## config.mk

```make
export PLATFORM = sky130hd
export DESIGN_NAME = obc_store
export DESIGN_NICKNAME = d
export VERILOG_FILES = /design/src/sv/obc_pkg.sv /design/src/sv/obc_store.sv
export SDC_FILE = /design/constraint.sdc
export NUM_CORES = 1
export LEC_CHECK = 0
export ABC_AREA = 0
export BUFFER_PORTS_ARGS = -buffer_cell sky130_fd_sc_hd__buf_2
export CAP_MARGIN = 40
export CELL_PAD_IN_SITES_DETAIL_PLACEMENT = 0
export CELL_PAD_IN_SITES_GLOBAL_PLACEMENT = 1
export CORE_ASPECT_RATIO = 1.75
export CORE_MARGIN = 5
export CORE_UTILIZATION = 50
export CTS_CLUSTER_SIZE = 12
export DETAILED_ROUTE_END_ITERATION = 7
export GPL_ROUTABILITY_DRIVEN = 0
export PLACE_DENSITY = 0.77
export SLEW_MARGIN = 20
export SYNTH_ARGS = -nofsm -noshare
export SYNTH_HDL_FRONTEND = slang
export SYNTH_SLANG_ARGS = --single-unit
```

## constraint.sdc

```tcl
create_clock -name clk -period 9.2 [get_ports clk]
set_input_delay 1.84 -clock clk [delete_from_list [all_inputs] [get_ports clk]]
set_output_delay 1.84 -clock clk [all_outputs]
set_load 0.02 [all_outputs]
```

## src/sv/obc_pkg.sv

```systemverilog
// ----------------------------------------------------------------------------
// obc_pkg
// shared types, register codes and helpers for the oriented box collision check
// ----------------------------------------------------------------------------
package obc_pkg;

    // command codes
    typedef enum logic {
        OP_WRITE = 1'b0,
        OP_CHECK = 1'b1
    } op_t;

    // configuration register indexes
    typedef enum logic [1:0] {
        CFG_HALF_LENGTH = 2'd0,
        CFG_HALF_WIDTH  = 2'd1,
        CFG_OFFSET_X    = 2'd2,
        CFG_COUNT       = 2'd3
    } cfg_idx_t;

    localparam logic [14:0] RESET_HALF_LENGTH = 15'd639;
    localparam logic [14:0] RESET_HALF_WIDTH  = 15'd237;
    localparam logic [15:0] RESET_OFFSET_X    = 16'd357;

    typedef logic signed [15:0] coord_t;   // Q7.8 coordinate or Q1.14 trig
    typedef logic [14:0]        extent_t;  // Q7.8 half size
    typedef logic signed [16:0] vcoord_t;  // vehicle x after offset
    typedef logic signed [17:0] diff_t;    // centre difference
    typedef logic signed [30:0] prod_t;    // trig * extent
    typedef logic [30:0]        prodm_t;
    typedef logic [31:0]        extsum_t;  // |a| + |b|
    typedef logic signed [33:0] bound_t;   // box bound at scale 2^22
    typedef logic signed [33:0] lhsp_t;    // diff * trig
    typedef logic signed [34:0] lhss_t;
    typedef logic [34:0]        lhsm_t;
    typedef logic signed [46:0] rhsp_t;    // (trig * extent) * trig
    typedef logic signed [47:0] rhss_t;
    typedef logic [47:0]        rhsm_t;
    typedef logic [49:0]        cmp_t;     // compare width at scale 2^36

    // one stored obstacle
    typedef struct packed {
        logic signed [15:0] cx;
        logic signed [15:0] cy;
        logic signed [15:0] c;
        logic signed [15:0] s;
        logic [14:0]        hl;
        logic [14:0]        hw;
    } entry_t;

    // vehicle terms held for the whole scan
    typedef struct packed {
        logic signed [16:0] cx;
        logic signed [15:0] cy;
        logic signed [15:0] c;
        logic signed [15:0] s;
        logic [14:0]        hl;
        logic [14:0]        hw;
        logic signed [30:0] qa;   // c * hl
        logic signed [30:0] qb;   // s * hw
        logic signed [30:0] qc;   // s * hl
        logic signed [30:0] qd;   // c * hw
        logic signed [33:0] lox;
        logic signed [33:0] hix;
        logic signed [33:0] loy;
        logic signed [33:0] hiy;
    } veh_t;

    // pipeline status towards the sequencer
    typedef struct packed {
        logic active;
        logic hit_valid;
        logic hit;
    } pipe_status_t;

    function automatic prodm_t abs_prod(input prod_t v);
        prod_t n;
        n = -v;
        abs_prod = v[30] ? prodm_t'(n) : prodm_t'(v);
    endfunction

    function automatic extsum_t ext_sum(input prod_t a, input prod_t b);
        ext_sum = extsum_t'(abs_prod(a)) + extsum_t'(abs_prod(b));
    endfunction

endpackage

```

## src/sv/obc_store.sv

```systemverilog
// ----------------------------------------------------------------------------
// obc_store
// obstacle table, one write and one registered read port
// ----------------------------------------------------------------------------
module obc_store #(
    parameter int DEPTH = 16,
    parameter int AW    = 4
) (
    input  logic            clk,
    input  logic            wr_en,
    input  logic [AW-1:0]   wr_addr,
    input  obc_pkg::entry_t wr_data,
    input  logic            rd_en,
    input  logic [AW-1:0]   rd_addr,
    output obc_pkg::entry_t rd_data
);

    obc_pkg::entry_t mem [DEPTH];
    obc_pkg::entry_t rd_data_reg;

    always_ff @(posedge clk)
    begin
        if (wr_en)
        begin
            mem[wr_addr] <= wr_data;
        end
    end

    always_ff @(posedge clk)
    begin
        if (rd_en)
        begin
            rd_data_reg <= mem[rd_addr];
        end
    end

    assign rd_data = rd_data_reg;

endmodule

```

==> flow_summary.toml, run 1 <==
[routing]
vias = 27000
routed.top_layer = "met5"
ant_nets = 0
wl_um = 135000
vias_per_cell = 6.30
first_pass_iters = 5
route.detailed.drc = 0
wl_met3_um = 11100
initialDrtViolationCount = 3191
avgRoutedWirePerCell_um = 31.5
wl_met2_um = 70100
wl_met1_um = 50600

[die]
core_sq_um = 117000
start_util_pct = 50.3
die_y_um = 464
pin_count = 199
die_area_sq_um = 125000
fp.dieW_um = 270
placementRows = 166

[setup_path]
max_stage_delay_ps = 640
path_delay_family = "buffers and inverters"
cpMostUsedCell = "buf_16"
r2r_start = "mem[3][83]$_DFFE_PP_"
path_class = "in -> reg"
start_kind = "input port"
crit_chain = "buf_8 -> buf_16 -> buf_12 -> buf_16 -> mux4_2 -> a22oi_1 -> nand2_1"
crit_slowest_cell = "mux4_2"
critPathRequiredTime_ps = 9710
cp_num_buf_inv = 4
worst_ep_arrival_time_ps = 4680
endpoint_kind = "register"
startpoint = "rd_addr[0]"
cp_max_fo = 85

[cts]
numCtsBuffers = 154
cts_resized = 0
clk_pin_slew_ps = 60
cts_sinks = 1598
cts_buffer_depth = 3
cts_root_buf = "clkbuf_16"
cts_tree = "built"
cts_htree_levels = 4
holdBufCountCts = 0
cts.repair_timing.setup_buffer_count = 0
clk_latency_ps = 760

[synthesis]
yosysTopAreaCell = "edfxtp_1"
synth-compound-area-share_pct = 2.39
netlist_area_sq_um = 59000
synthTopCellsByArea = "edfxtp_1, mux4_2, a22oi_1, nand2_1, clkbuf_1"
synth_top_family_by_area = "multiplexers"
synthAdderAreaFrac_pct = 0
synth_area_per_cell_sq_um = 24.5
yosys.area_share.xor_xnor_pct = 0
synth_cells = 2408
synth.yosys.warnings = 0
synth-seq-area-share_pct = 81.4
muxShareOfSynthArea_pct = 14.4
netlist.area_leader.share_pct = 81.4
synth.distinct_cells = 17
ys_seq_elements = 1598
synth-simple-area-share_pct = 0.823
synth_fp_nets = 2513

[power_and_ir_drop]
power_switching_mw = 3.02
p_clk_share_pct = 38.2
power_frac_comb_pct = 5.1
intPower_mw = 11.6
leakage_nw = 21.2
power.density_nw_per_um2 = 218
worst_ir_drop_vdd_mv = 0.151
seqPwrFrac_pct = 56.7
swShare_pct = 20.7

[timing]
finalCritPeriodShare_pct = 45.3
setup_viol = 0
setup_tns_ps = 0
slew_headroom_pct = 21.0
max_clock_freq_mhz = 240
fin_hold_ws_ps = 738
rsz0062_at_grt = "false"
maxSlewViolCount = 0
hold_viol = 0
min_period_ps = 4170
finClkSkew_ps = 16.7
worst_pin_slew_ps = 1180

[global_route]
track_usage_pct = 21.4
grt_start_max_net_pins = 165
antenna_found_initial = 27
grt_pass1_wl_um = 196000
gr-total-overflow = 0
grt_pass1_vias = 28500

[run]
max_cap_viol_count = 0

[layout]
finish.net_count = 2822
largest_reg_flops = 1504
final_layout_size_suffix_gt1_share_pct = 30.8
fin_util_pct = 57.1
area_growth_pct = 13.5

[worst_hold_path]
min_from = "mem[14][61]$_DFFE_PP_"
hp-class = "reg -> reg"

[place]
portBuffers = 198
dp_hpwl_um = 73400

[run_status]
status = "finished, final reports clean"
-- worst register-to-register path, delay by kind of cell (launching register included) --
family	cells	cell delay (ps)
DFF	1	360
muxes	1	470
and+or+nand+nor	1	160
AOI/OAI and AO/OA	1	410
-- power by group through the flow --
stage | clock [mW] | combinational [mW] | sequential, mW
final | 5.56 | 0.747 | 8.26
after global routing | 5.95 | 0.800 | 8.27
after CTS | 5.66 | 0.756 | 8.27
after detailed placement | 0 | 0.753 | 8.42
after global placement | 0 | 0.714 | 8.41
after floorplan | 0 | 0.384 | 8.45
-- worst paths after layout --
| path | to | slack [ps] | depth (start not counted) |
|---|---|---|---|
| min | rd_data[61]$_DFFE_PP_ | 740 | 3 |
| min reg2reg | rd_data[61]$_DFFE_PP_ | 740 | 3 |
| max reg2reg | rd_data[83]$_DFFE_PP_ | 7530 | 3 |
| max | rd_data[60]$_DFFE_PP_ | 5030 | 7 |
-- Yosys cell counts, drive strengths merged --
master and count:
a22oi 188, and2 1, buf 75, clkbuf 50
edfxtp 1598, mux4 376, nand2 95, nand2b 2
nand3 1, nand3b 2, nor2 13, nor2b 2
nor3 4, or3b 1
-- metrics by stage --
| stage | area [sq um] | setup WS (ps) | total power, mW | cells |
|---|---|---|---|---|
| after floorplan | 59000 | 122 | 8.83 | 2408 |
| after global placement | 61800 | 4080 | 9.12 | 4038 |
| after detailed placement | 62600 | 4200 | 9.17 | 4070 |
| after CTS | 66800 | 5030 | 14.7 | 4263 |
| after global routing | 66900 | 4780 | 15.0 | 4270 |
| final | 66900 | 5030 | 14.6 | 4278 |
-- routing by layer --
metal / GRT usage (%) / up-vias
li1: - / 11000
met1: 28.5 / 14500
met2: 36.4 / 1229
met3: 4.73 / 233
met4: 5.66 / 18
met5: 0 / -
-- placed cells by master, fill, tap and decap left out, drive strengths merged, types with 4 or more instances in the layout --
| cell type | n |
|---|---|
| a22oi | 188 |
| nand2 | 95 |
| clkinv | 12 |
| nor3 | 4 |
| diode | 12 |
| buf | 278 |
| clkbuf | 172 |
| nor2 | 13 |
| inv | 7 |
| mux4 | 376 |
| edfxtp | 1598 |
-- cell families (layout without fill, tap and decap cells) --
group / count (synthesis) / after routing
compound gates: 188 / 188
flops: 1598 / 1598
simple gates: 121 / 121
buf+inv: 125 / 471
mux: 376 / 376
other cells: 0 / 12
-- cell type report --
type	instances	area, sq um
antenna	12	30.0
clock buffer	172	3990
clock inverter	21	234
fill	8298	50200
multi-input combinational	685	10500
sequential	1598	48000
tap	1512	1890
timing repair buffer	278	2280
Power figures use the tool's default switching activity.
==> run 2: changes to the inputs <==
- clock period: 9.2 -> 3.4 ns (I/O delays scaled with it)
==> flow_summary.toml, run 2 (synthesis results as in run 1) <==
[run_status]
status = "finished, final reports clean"

[setup_path]
cp.depth = 1
worst_ep_arrival_time_ps = 1470
rr_worst_depth = 3
crit_slowest_cell = "edfxtp_1"
r2r_start = "mem[11][79]$_DFFE_PP_"
path_delay_family = "flip-flops"
path_class = "reg -> out"
startpoint = "rd_data[27]$_DFFE_PP_"
critPathRequiredTime_ps = 2720
cp_max_fo = 1
start_kind = "register"
r2r_end = "rd_data[79]$_DFFE_PP_"
max_stage_delay_ps = 500
r2r_slack_ps = 1840
endpoint = "rd_data[27]"
crit_chain = "buf_2"
endpoint_kind = "output port"
cp_num_buf_inv = 1

[place]
place_inst = 4090
portBuffers = 198
dp_hpwl_um = 69000
dpl-instance-area_sq_um = 63100

[die]
die_area_sq_um = 125000
die_y_um = 464
start_util_pct = 50.3
placementRows = 166
core_sq_um = 117000
fp.dieW_um = 270
pin_count = 199

[cts]
cts_sinks = 1598
clk_pin_slew_ps = 60
clk_latency_ps = 760
cts_buffer_depth = 3
cts_tree = "built"
cts_htree_levels = 4
holdBufCountCts = 0
cts.repair_timing.setup_buffer_count = 0
cts_resized = 0
numCtsBuffers = 152
cts_root_buf = "clkbuf_16"

[timing]
setup_tns_ps = 0
fin_hold_ws_ps = 282
min_period_ps = 2150
slew_headroom_pct = 42.6
finClkSkew_ps = 24.4
rsz0062_at_grt = "false"
setup_viol = 0
worst_pin_slew_ps = 860
maxSlewViolCount = 0
hold_viol = 0
max_clock_freq_mhz = 464
finalCritPeriodShare_pct = 63.4

[routing]
wl_um = 135000
vias = 27000
avgRoutedWirePerCell_um = 31.6
ant_nets = 0
route.detailed.drc = 0
vias_per_cell = 6.30
initialDrtViolationCount = 3225
first_pass_iters = 5

[power_and_ir_drop]
power.density_nw_per_um2 = 585
power_switching_mw = 8.13
worst_ir_drop_vdd_mv = 0.402
power_frac_comb_pct = 5.3
intPower_mw = 31.2
leakage_nw = 21.3
p_clk_share_pct = 37.9
swShare_pct = 20.7
seqPwrFrac_pct = 56.8

[global_route]
grt_start_max_net_pins = 95
antenna_found_initial = 38
grt_pass1_wl_um = 199000
grt_pass1_vias = 29100
gr-total-overflow = 0
track_usage_pct = 21.8

[worst_hold_path]
hp-class = "in -> reg"

[layout]
final_cells = 4284
final_layout_size_suffix_gt1_share_pct = 31.2
area_growth_pct = 14.1
largest_reg_flops = 1504
layout_commonest_cell = "edfxtp_1"
mostFrequentLayoutCells = "edfxtp_1, mux4_2, buf_2"
postLayoutCellArea_sq_um = 67300
finish.net_count = 2837

[run]
max_cap_viol_count = 0
## run 2: cell types whose count changed in the layout (fill, tap and decap cells not counted), moves of 2 or more
cell,delta
buf_12,+56
buf_16,-23
buf_4,-16
clkbuf_1,-6
clkinv_1,-2
clkinv_8,-2
clkinvlp_4,-2
diode_2,+2
nor3_2,-3
nor3_4,+3
## run 2: area by class of cell
cell class | instances | area (sq um)
repair buffers | 295 | 2650
well taps | 1512 | 1890
fillers | 8239 | 49900
flip-flops and latches | 1598 | 48000
clock buffers | 165 | 3940
clock inverters | 15 | 215
diodes | 14 | 35.0
multi-input cells | 685 | 10500
## run 2: per-layer routing
layer,track usage [%],share of wire [%]
met1,28.9,38
met2,36.3,51
met3,5.65,8.7
met4,6.28,2.4
met5,0,0.15
## run 2: power by group through the flow
stage	clock network (mW)	registers, mW	logic, mW
4_1_cts	15.2	22.4	2.11
3_5_place_dp	0	22.8	2.10
6_report	14.9	22.3	2.07
5_1_grt	16.0	22.4	2.23
2_1_floorplan	0	22.8	1.04
3_3_place_gp	0	22.7	2.03
## run 2: metrics by stage
stage | setup slack, ps | util (%) | power, mW
after floorplan | -600 | - | 23.9
after detailed placement | 610 | 53.8 | 24.9
after CTS | 1180 | 57.4 | 39.7
after global placement | 649 | 53.8 | 24.8
after global routing | 1150 | 57.4 | 40.6
final | 1250 | 57.4 | 39.3
## run 2: worst min path at each step
stage	from	end	cells after the start
global route	wr_data[10]	mem[0][10]$_DFFE_PP_	1
floorplan	mem[14][0]$_DFFE_PP_	rd_data[0]$_DFFE_PP_	3
finish	wr_data[10]	mem[13][10]$_DFFE_PP_	1
global placement	mem[12][2]$_DFFE_PP_	rd_data[2]$_DFFE_PP_	3
detailed placement	mem[15][2]$_DFFE_PP_	rd_data[2]$_DFFE_PP_	3
CTS	wr_data[10]	mem[14][10]$_DFFE_PP_	1
